<file path="src/design/ycck_pkg.sv">
// ----------------------------------------------------------------------------
// ycck_pkg: shared types and constants of the YCrCb distance keyer
// Register indexes, mask classes and the bus carried through the search cells.
// ----------------------------------------------------------------------------
package ycck_pkg;

    localparam int KEY_W  = 12;
    localparam int THR_W  = 13;
    localparam int IDX_W  = 3;
    localparam int DATA_W = 13;
    localparam int MASK_W = 8;
    // running threshold value 255*inner + m*span stays below 255*8192
    localparam int TW     = 21;

    typedef enum logic [IDX_W-1:0] {
        REG_KEY_LUMA   = 3'd0,
        REG_KEY_CR     = 3'd1,
        REG_KEY_CB     = 3'd2,
        REG_INNER      = 3'd3,
        REG_OUTER      = 3'd4
    } reg_idx_t;

    typedef enum logic [1:0] {
        CLS_RAMP = 2'd0,
        CLS_ZERO = 2'd1,
        CLS_FULL = 2'd2
    } mask_cls_t;

    typedef struct packed {
        mask_cls_t          cls;
        logic [MASK_W-1:0]  lo;
    } cell_bus_t;

endpackage

</file>
<file path="src/design/ycck_cell.sv">
// ----------------------------------------------------------------------------
// ycck_cell: one bit of the mask search
// Try the bit; keep it when the squared threshold still fits under 255^2*d^2.
// ----------------------------------------------------------------------------
module ycck_cell #(
    parameter int LW  = 42,
    parameter int BIT = 7
) (
    input  logic                        clk,
    input  logic                        en,
    input  logic [LW-1:0]               lhs_in,
    input  logic [ycck_pkg::TW-1:0]     acc_in,
    input  logic [ycck_pkg::THR_W-1:0]  span,
    input  ycck_pkg::cell_bus_t         bus_in,
    output logic [LW-1:0]               lhs_out,
    output logic [ycck_pkg::TW-1:0]     acc_out,
    output ycck_pkg::cell_bus_t         bus_out
);

    localparam int SQW = 2*ycck_pkg::TW;
    localparam int CW  = (LW > SQW) ? LW : SQW;

    logic [ycck_pkg::TW-1:0] t;
    logic [SQW-1:0]          sq;
    logic                    take;
    logic [LW-1:0]           lhs_reg;
    logic [ycck_pkg::TW-1:0] acc_reg;
    ycck_pkg::cell_bus_t     bus_reg;

    assign t    = acc_in + (ycck_pkg::TW'(span) << BIT);
    assign sq   = SQW'(t) * SQW'(t);
    assign take = (CW'(lhs_in) >= CW'(sq));

    always_ff @(posedge clk)
    begin
        if (en)
        begin
            lhs_reg     <= lhs_in;
            bus_reg.cls <= bus_in.cls;
            if (take)
            begin
                acc_reg         <= t;
                bus_reg.lo      <= bus_in.lo | ycck_pkg::MASK_W'(1 << BIT);
            end
            else
            begin
                acc_reg    <= acc_in;
                bus_reg.lo <= bus_in.lo;
            end
        end
    end

    assign lhs_out = lhs_reg;
    assign acc_out = acc_reg;
    assign bus_out = bus_reg;

endmodule

</file>
<file path="config.mk">
export PLATFORM = sky130hd
export DESIGN_NAME = ycck_cell
export DESIGN_NICKNAME = d
export VERILOG_FILES = /design/src/design/ycck_pkg.sv /design/src/design/ycck_cell.sv
export SDC_FILE = /design/constraint.sdc
export NUM_CORES = 1
export LEC_CHECK = 0
export BUFFER_PORTS_ARGS = -buffer_cell sky130_fd_sc_hd__buf_2
export CORE_UTILIZATION = 48
export DETAILED_ROUTE_END_ITERATION = 7
export GPL_TIMING_DRIVEN = 0
export PLACE_DENSITY = 0.66
export SLEW_MARGIN = 20
export SYNTH_ARGS = -nofsm -noshare
export SYNTH_HDL_FRONTEND = slang
export SYNTH_SLANG_ARGS = --single-unit
</file>
<file path="constraint.sdc">
create_clock -name clk -period 15.12 [get_ports clk]
set_input_delay 1.512 -clock clk [delete_from_list [all_inputs] [get_ports clk]]
set_output_delay 1.512 -clock clk [all_outputs]
set_load 0.02 [all_outputs]
</file>
==> flow_metrics.env <==
export IMPL_syn_avg_cell_area_um2=9.719
export IMPL_via_per_inst=5.204
export IMPL_tns_ps=0
export IMPL_cts_hold_fix_buffers=0
export IMPL_crit_type="in2reg"
export IMPL_io_buffers=159
export IMPL_tightestPinTransition_ps=1138
export IMPL_netlist_instances=1686
export IMPL_worstSetupStartpointType="primary input"
export IMPL_period_share_pct=86.27
export IMPL_rsz0062_at_grt="no"
export IMPL_core_um2=33530
export IMPL_cp_end_kind="flop"
export IMPL_clk_pin_slew_worst_paths_ps=80
export IMPL_period_needed_ps=13040
export IMPL_initial_core_util_pct=48.87
export IMPL_synth_top_area_share_pct=38.36
export IMPL_yosys_cell_types_count=66
export IMPL_num_vias=12030
export IMPL_nNetsFinal=2461
export IMPL_yosys_warnings=0
export IMPL_min_delay_start="bus_in[3]"
export IMPL_cts_root_buf="clkbuf_16"
export IMPL_routabilityCongestion=0.9560
export IMPL_outcome="completed"
export IMPL_grt_max_degree=57
export IMPL_drc=0
export IMPL_grt_use_total_pct=25.37
export IMPL_synth_area_um2=16390
export IMPL_cp_slowest_cell="xnor2_1"
export IMPL_die_h_um=186.8
export IMPL_hold_slack_ps=1327
export IMPL_arrival_ps=13150
export IMPL_cts_buffer_depth=2
export IMPL_fmax_mhz=76.67
export IMPL_multi_input_area_um2=12360
export IMPL_grt_overflow_total=0
export IMPL_synth_seq_cells=73
export IMPL_pin_count=161
export IMPL_die_w_um=186.8
export IMPL_ys_async_sr_fraction_pct=0
export IMPL_ant_nets=0
export IMPL_antenna_found_initial=0
export IMPL_syn_nets=2290
export IMPL_min_to="bus_out[3]"
export IMPL_critPathRequiredTime_ps=15230
export IMPL_crit_top_cell="fa_1"
export IMPL_clock_sinks=73
export IMPL_hp_class="in2reg"
export IMPL_first_pass_iters=5
export IMPL_synth_most_common_cell="inv_1"
export IMPL_synthFlopType="edfxtp_1"
export IMPL_wire_per_inst_um=18.38
export IMPL_grt_pass1_vias=12930
export IMPL_hpwl_um=36510
export IMPL_finalSetupViolations=0
export IMPL_synth_seq_area_share_pct=13.38
export IMPL_cp_max_fo=10
export IMPL_num_rows=67
export IMPL_htreeDepth=3
export IMPL_seq_area_um2=2192
export IMPL_hold_viol=0
export IMPL_wl_um=42490
export IMPL_cts_resized=0
export IMPL_cts_buffers=9
export IMPL_slowest_delay_ps=860
export IMPL_grt_pass1_wl_um=68060
export IMPL_relSlewSlack_pct=23.61
export IMPL_synth_top_cells_by_count="437 x inv_1, 314 x fa_1, 202 x ha_1, 162 x nand2_1, 89 x nor2_1"
export IMPL_drv_slew=0
export IMPL_drive_gt1_share_pct=11.12
export IMPL_fillCellCount=3075
export IMPL_drtIter0Drc=780
export IMPL_post_cts_buffers=0
export IMPL_netlist_top_cells_area="fa_1 38%, ha_1 15%, edfxtp_1 13%"
export IMPL_area_growth_pct=10.34
export IMPL_synth_edf_count=73
export IMPL_maxCapViolCount=0
export IMPL_crit_start="acc_in[8]"
export IMPL_fp_dieArea_um2=34880
export IMPL_synth_top_cell_by_area="fa_1"
export IMPL_cts_tree="done"
export IMPL_hold_path_depth=1
-- layer usage --
layer	vias up	GRT usage, %	part of all wire, %
li1	5557	-	-
met1	6034	32.66	41
met2	382	43.71	50
met3	59	4.213	6.3
met4	0	7.850	2.7
met5	-	0	0
-- per-stage QoR --
step | worst slack, ps | instance area, um2 | utilization [%] | instances
finish | 2077 | 18080 | 53.92 | 2312
global route | 1740 | 18070 | 53.90 | 2310
CTS | 2269 | 18070 | 53.90 | 2310
detailed placement | 1900 | 17770 | 53.00 | 2294
global placement | 1942 | 17740 | 52.91 | 2293
floorplan | 4071 | 16390 | - | 1686
-- worst max path at each step --
stage,endpoint,slack (ps),cells after the start
4_1_cts,acc_out[18],2270,37
6_report,acc_out[14],2080,36
3_3_place_gp,acc_out[14],1940,37
3_5_place_dp,acc_out[14],1900,37
5_1_grt,acc_out[14],1740,40
2_1_floorplan,acc_out[11],4070,44
-- sequential cells by signal, summed over array words and instances (netlist names) --
name / flops
acc_out: 21
bus_out: 10
lhs_out: 42
-- cells in the final DEF, fill, tap and decap left out, types with 3 or more instances in the layout --
cell and n:
clkbuf_16 9, a31oi_1 6, nor3_1 5, nor2b_1 9, fa_1 314, nand3_1 10, ha_1 202, a21o_1 35
o21bai_1 6, xor2_1 25, o211ai_1 7, o22ai_1 3, o221ai_1 3, mux2_4 9, and2_1 26, o21a_1 10
or2_2 4, edfxtp_1 73, nor2_1 89, and3_1 5, nand2b_1 10, buf_1 3, nand2_1 162, nand4_1 16
nor3b_1 4, a21oi_1 55, xnor2_1 38, inv_1 437, clkbuf_1 40, buf_2 159, mux2_2 4, o21ai_0 30
-- cell families (layout without fill, tap and decap cells) --
| group | count (synthesis) | after routing | synth area share (%) |
|---|---|---|---|
| other | 0 | 2 | 0 |
| and+or+nand+nor | 352 | 352 | 9.690 |
| muxes | 15 | 15 | 1.222 |
| adders and majority gates | 516 | 516 | 53.79 |
| DFF | 73 | 73 | 13.38 |
| buffers and inverters | 484 | 660 | 11.19 |
| xor gates and xnor gates | 63 | 63 | 3.367 |
| AOI/OAI and AO/OA | 183 | 183 | 7.361 |
-- cell type report --
type	count	area share (%)
clock inverters	7	0.4291
plain buffers	45	1.031
clock buffers	9	1.246
flip-flops and latches	73	12.12
well taps	448	3.100
diodes	2	0.02768
inverters	439	9.114
repair buffers	160	4.567
multi-input cells	1129	68.36
-- critical path, delay by kind of cell --
family	cells	cell delay, ps
mux	1	340
fa+ha+maj	10	4230
buf+inv	6	1510
compound gates	12	3320
xor+xnor	2	1010
simple gates	5	1180
Power is not shown: default switching activity piles up to over one toggle a cycle in this logic, so the estimate is an artifact.
