$ cat config.mk
export PLATFORM = sky130hd
export DESIGN_NAME = ycck_front
export DESIGN_NICKNAME = d
export VERILOG_FILES = /design/src/design/ycck_pkg.sv /design/src/design/ycck_front.sv
export SDC_FILE = /design/constraint.sdc
export NUM_CORES = 2
export LEC_CHECK = 0
export ABC_AREA = 1
export BUFFER_PORTS_ARGS = -buffer_cell sky130_fd_sc_hd__buf_2
export CORE_ASPECT_RATIO = 0.8
export CORE_MARGIN = 3
export CORE_UTILIZATION = 40
export CTS_CLUSTER_DIAMETER = 200
export DETAILED_ROUTE_END_ITERATION = 8
export HOLD_SLACK_MARGIN = 0.12
export PLACE_DENSITY_LB_ADDON = 0.05
export SYNTH_ARGS = -nofsm -noshare
export SYNTH_HDL_FRONTEND = slang
export SYNTH_SLANG_ARGS = --single-unit
$ cat constraint.sdc
create_clock -name clk -period 10.7 [get_ports clk]
set_input_delay 1.07 -clock clk [delete_from_list [all_inputs] [get_ports clk]]
set_output_delay 1.07 -clock clk [all_outputs]
set_load 0.02 [all_outputs]
$ cat src/design/ycck_pkg.sv
// ----------------------------------------------------------------------------
// ycck_pkg: shared types and constants of the YCrCb distance keyer
// Register indexes, mask classes and the bus carried through the search cells.
// ----------------------------------------------------------------------------
package ycck_pkg;

    localparam int KEY_W  = 12;
    localparam int THR_W  = 13;
    localparam int IDX_W  = 3;
    localparam int DATA_W = 13;
    localparam int MASK_W = 8;
    // running threshold value 255*inner + m*span stays below 255*8192
    localparam int TW     = 21;

    typedef enum logic [IDX_W-1:0] {
        REG_KEY_LUMA   = 3'd0,
        REG_KEY_CR     = 3'd1,
        REG_KEY_CB     = 3'd2,
        REG_INNER      = 3'd3,
        REG_OUTER      = 3'd4
    } reg_idx_t;

    typedef enum logic [1:0] {
        CLS_RAMP = 2'd0,
        CLS_ZERO = 2'd1,
        CLS_FULL = 2'd2
    } mask_cls_t;

    typedef struct packed {
        mask_cls_t          cls;
        logic [MASK_W-1:0]  lo;
    } cell_bus_t;

endpackage

$ cat src/design/ycck_front.sv
// ----------------------------------------------------------------------------
// ycck_front: color conversion and squared distance
// Five stages: luma, chroma, squared differences, sum, scale and classify.
// ----------------------------------------------------------------------------
module ycck_front #(
    parameter int FRAC_BITS = 4,
    parameter int DW        = 12,
    parameter int LW        = 42
) (
    input  logic                         clk,
    input  logic [4:0]                   en,
    input  logic [7:0]                   blue,
    input  logic [7:0]                   green,
    input  logic [7:0]                   red,
    input  logic [ycck_pkg::KEY_W-1:0]   key_luma,
    input  logic [ycck_pkg::KEY_W-1:0]   key_red_chroma,
    input  logic [ycck_pkg::KEY_W-1:0]   key_blue_chroma,
    input  logic [ycck_pkg::THR_W-1:0]   inner_threshold,
    input  logic [ycck_pkg::THR_W-1:0]   outer_threshold,
    input  logic [2*ycck_pkg::THR_W-1:0] inner_sq,
    input  logic [2*ycck_pkg::THR_W-1:0] outer_sq,
    output logic [LW-1:0]                lhs,
    output logic [ycck_pkg::TW-1:0]      base,
    output ycck_pkg::cell_bus_t          bus
);

    localparam int D2W = 2*DW + 2;

    // stage 1: luma
    logic [21:0] y_sum;
    logic [7:0]  y1_reg, r1_reg, b1_reg;
    // stage 2: chroma
    logic signed [8:0]  dr, db;
    logic signed [24:0] pr, pb;
    logic [7:0]  y2_reg, cr2_reg, cb2_reg;
    // stage 3: squares
    logic [DW-1:0]   sy, scr, scb, ay, acr, acb;
    logic [2*DW-1:0] qy_reg, qr_reg, qb_reg;
    // stage 4: sum
    logic [D2W-1:0]  d2_reg;
    // stage 5
    logic [LW-1:0]             lhs_reg;
    logic [ycck_pkg::TW-1:0]   base_reg;
    ycck_pkg::cell_bus_t       bus_reg;
    ycck_pkg::mask_cls_t       cls;

    function automatic logic [7:0] chroma_clamp(input logic signed [24:0] v);
        logic [7:0] res;
        if (v < 0)
            res = 8'd0;
        else if (v[24:14] > 11'd255)
            res = 8'd255;
        else
            res = v[21:14];
        return res;
    endfunction

    function automatic logic [DW-1:0] abs_diff(input logic [DW-1:0] a,
                                               input logic [DW-1:0] b);
        logic [DW-1:0] res;
        res = (a > b) ? (a - b) : (b - a);
        return res;
    endfunction

    assign y_sum = 22'(14'd4899 * red) + 22'(14'd9617 * green)
                 + 22'(11'd1868 * blue) + 22'd8192;

    assign dr = $signed({1'b0, r1_reg}) - $signed({1'b0, y1_reg});
    assign db = $signed({1'b0, b1_reg}) - $signed({1'b0, y1_reg});
    assign pr = 25'(dr) * 25'sd11682 + 25'sd2105344;
    assign pb = 25'(db) * 25'sd9241  + 25'sd2105344;

    assign sy  = DW'(y2_reg)  << FRAC_BITS;
    assign scr = DW'(cr2_reg) << FRAC_BITS;
    assign scb = DW'(cb2_reg) << FRAC_BITS;
    assign ay  = abs_diff(sy,  DW'(key_luma));
    assign acr = abs_diff(scr, DW'(key_red_chroma));
    assign acb = abs_diff(scb, DW'(key_blue_chroma));

    always_comb
    begin
        if (D2W'(d2_reg) < D2W'(inner_sq))
            cls = ycck_pkg::CLS_ZERO;
        else if (D2W'(d2_reg) > D2W'(outer_sq))
            cls = ycck_pkg::CLS_FULL;
        else if (outer_threshold <= inner_threshold)
            cls = ycck_pkg::CLS_ZERO;
        else
            cls = ycck_pkg::CLS_RAMP;
    end

    always_ff @(posedge clk)
    begin
        if (en[0])
        begin
            y1_reg <= y_sum[21:14];
            r1_reg <= red;
            b1_reg <= blue;
        end
        if (en[1])
        begin
            y2_reg  <= y1_reg;
            cr2_reg <= chroma_clamp(pr);
            cb2_reg <= chroma_clamp(pb);
        end
        if (en[2])
        begin
            qy_reg <= ay * ay;
            qr_reg <= acr * acr;
            qb_reg <= acb * acb;
        end
        if (en[3])
            d2_reg <= D2W'(qy_reg) + D2W'(qr_reg) + D2W'(qb_reg);
        if (en[4])
        begin
            lhs_reg    <= LW'(d2_reg) * LW'(17'd65025);
            base_reg   <= ycck_pkg::TW'(inner_threshold) * ycck_pkg::TW'(9'd255);
            bus_reg.cls <= cls;
            bus_reg.lo  <= '0;
        end
    end

    assign lhs  = lhs_reg;
    assign base = base_reg;
    assign bus  = bus_reg;

endmodule

==> results.json <==
{
  "status": "completed",
  "drive_gt1_frac": 0.06556,
  "slowest_delay_ns": 0.58,
  "syn-cell-area_sq_um": 39980,
  "grtUsageMet2": 0.2955,
  "grt_use_met3": 0.02035,
  "grt_max_degree": 70,
  "critPathKind": "in2reg",
  "core_area_sq_um": 98850,
  "seq_area_frac_synth": 0.1562,
  "hold_slack_ns": 0.4730,
  "die_x_microns": 359.5,
  "root_buffer": "clkbuf_16",
  "largest_reg_flops": 42,
  "tritoncts": "yes",
  "cts_resized": 0,
  "grt_pass1_wl_mm": 154.6,
  "drc": 0,
  "synthTopCellsByArea": "fa_1 28%, ha_1 24%, edfxtp_1 16%",
  "gp_congestion": 0.8561,
  "synth_cell_types": 54,
  "die_h_microns": 288.8,
  "syn_avg_cell_area_sq_um": 9.222,
  "dp_hpwl_mm": 81.77,
  "hold_start": "y1_reg[4]",
  "worstSkewPairLatency_ns": 0.63,
  "maxSlewHeadroom": 0.2529,
  "cts.clk_slew.worst_paths_ns": 0.06,
  "firstDrtPassIters": 5,
  "finalMaxSlewViolations": 0,
  "setup_viol": 0,
  "grt_pass1_vias": 28820,
  "hp-class": "reg2reg",
  "num-nets-final": 5996,
  "fin_worst_skew_ns": 0.02408,
  "top_usage_layer": "met2",
  "start_util": 0.4044,
  "numPortBuffers": 208,
  "hold_violations": 0,
  "cap_violations": 0,
  "synth_seq_cells": 208,
  "crit_fanout": 15,
  "overflow": 0,
  "cts_setup_buffers": 0,
  "hold_buffers": 0,
  "ant_nets": 0,
  "arrival_ns": 8.90,
  "wl_per_cell_microns": 16.05,
  "via_count": 27710,
  "worstPathRequired_ns": 11.08,
  "synth.top_cell.area_share": 0.2754,
  "period_share": 0.7958,
  "clock-sinks": 208,
  "synth_edf_count": 208,
  "rsz0062_at_grt": "no",
  "hold_depth": 0,
  "fin_crit_ns": 8.515,
  "wl_mm": 94.28,
  "htreeDepth": 1,
  "reg2reg_depth": 36,
  "fin_tns_setup_ns": 0,
  "area_growth_pct": 8.735,
  "cp_slowest_cell": "o21ai_0",
  "groute.layer.met1.usage": 0.2809,
  "worstSetupStartpoint": "key_red_chroma[0]",
  "ys.flop_type": "edfxtp_1",
  "rr_startpoint": "cr2_reg[0]",
  "fillers": 9917,
  "worstMarginPinSlew_ns": 1.117,
  "io_pins": 217,
  "clock.fmax_mhz": 117.4,
  "cp-end-kind": "flip-flop",
  "rrSetupSlack_ns": 2.63,
  "die_area_sq_um": 103800,
  "synth.most_common_cell": "inv_1",
  "synthTopCellsByCount": "1,062 x inv_1, 763 x ha_1, 550 x fa_1, 466 x nand2_1, 301 x nor2_1",
  "cp-start-kind": "input pin",
  "clk_path_buf_depth": 3,
  "cpMostUsedCell": "nand2_1",
  "numCtsBuffers": 29,
  "async_reset_ff_frac": 0,
  "synth_cells": 4335,
  "yosysTopAreaCell": "fa_1",
  "num_rows": 103,
  "grt_util_all_layers": 0.1861,
  "yosys_warnings": 0,
  "drtIter0Drc": 1290,
  "grt_antenna_before_repair": 8,
  "viasPerCell": 4.717
}
-- cell families (layout without fill, tap and decap cells) --
logic type      after synthesis  in the layout  share of synthesized area
buf+inv                    1118           1334                     0.1070
simple gates                929            929                    0.09452
compound gates              525            525                    0.07433
xor+xnor                    241            241                    0.05355
fa+ha+maj                  1313           1313                     0.5142
other cells                   1             12                 0.00009380
flops                       208            208                     0.1562
-- worst max-delay path, delay by kind of cell --
family,cells,cell delay (ns)
and+or+nand+nor,14,1.59
buffers and inverters,7,1.06
adders and majority gates,7,2.82
AOI/OAI and AO/OA,11,2.35
-- cell usage in the layout (no fill, tap or decap), types with 5 or more instances in the layout --
cell type     n
a21oi_1     274
o211ai_1     10
o21ai_1      10
nand2_1     466
o21a_1        8
o21ai_0     117
nor3_1       25
a21boi_0     13
a31oi_1      12
o21bai_1     23
xor2_1      168
conb_1       11
inv_1      1062
xnor2_1      69
o221ai_1      6
or2_2         8
inv_6         5
a211oi_1      8
nand4_1      19
o2111ai_1     7
clkbuf_16    29
fa_1        550
ha_1        763
nand3b_1      5
nor2_2        5
nor2_1      301
nand3_1      86
a21o_1       16
o31ai_1       5
edfxtp_1    208
buf_4         7
buf_2       208
-- metal layers --
| metal | vias to the layer above | share of wire |
|---|---|---|
| met2 | 330 | 0.43 |
| li1 | 14110 | - |
| met5 | - | 0 |
| met3 | 53 | 0.031 |
| met4 | 0 | 0.013 |
| met1 | 13210 | 0.52 |
-- through the flow --
step | cells | utilization | area [sq um] | setup slack, ns
6_report | 5874 | 0.4398 | 43470 | 2.185
3_3_place_gp | 5820 | 0.4298 | 42480 | 1.721
3_5_place_dp | 5820 | 0.4298 | 42480 | 1.544
2_1_floorplan | 4345 | - | 40010 | 2.834
5_1_grt | 5873 | 0.4397 | 43470 | 1.337
4_1_cts | 5873 | 0.4397 | 43470 | 2.176
-- path summary, 6_finish.rpt --
| check | end |
|---|---|
| max | qr_reg[22] |
| min | y2_reg[4] |
| max reg2reg | qr_reg[22] |
| min reg2reg | y2_reg[4] |
-- area by class of cell --
| class | count | area [sq um] | area share |
|---|---|---|---|
| Antenna cell | 1 | 2.502 | 0.00005757 |
| Clock buffer | 29 | 725.7 | 0.01669 |
| Clock inverter | 24 | 261.5 | 0.006016 |
| Inverter | 1066 | 4001 | 0.09205 |
| Multi-Input combinational cell | 3019 | 29500 | 0.6786 |
| Sequential cell | 208 | 6246 | 0.1437 |
| Tap cell | 1312 | 1642 | 0.03776 |
| Timing Repair Buffer | 215 | 1094 | 0.02516 |
Power is not shown: default switching activity piles up to over one toggle a cycle in this logic, so the estimate is an artifact.
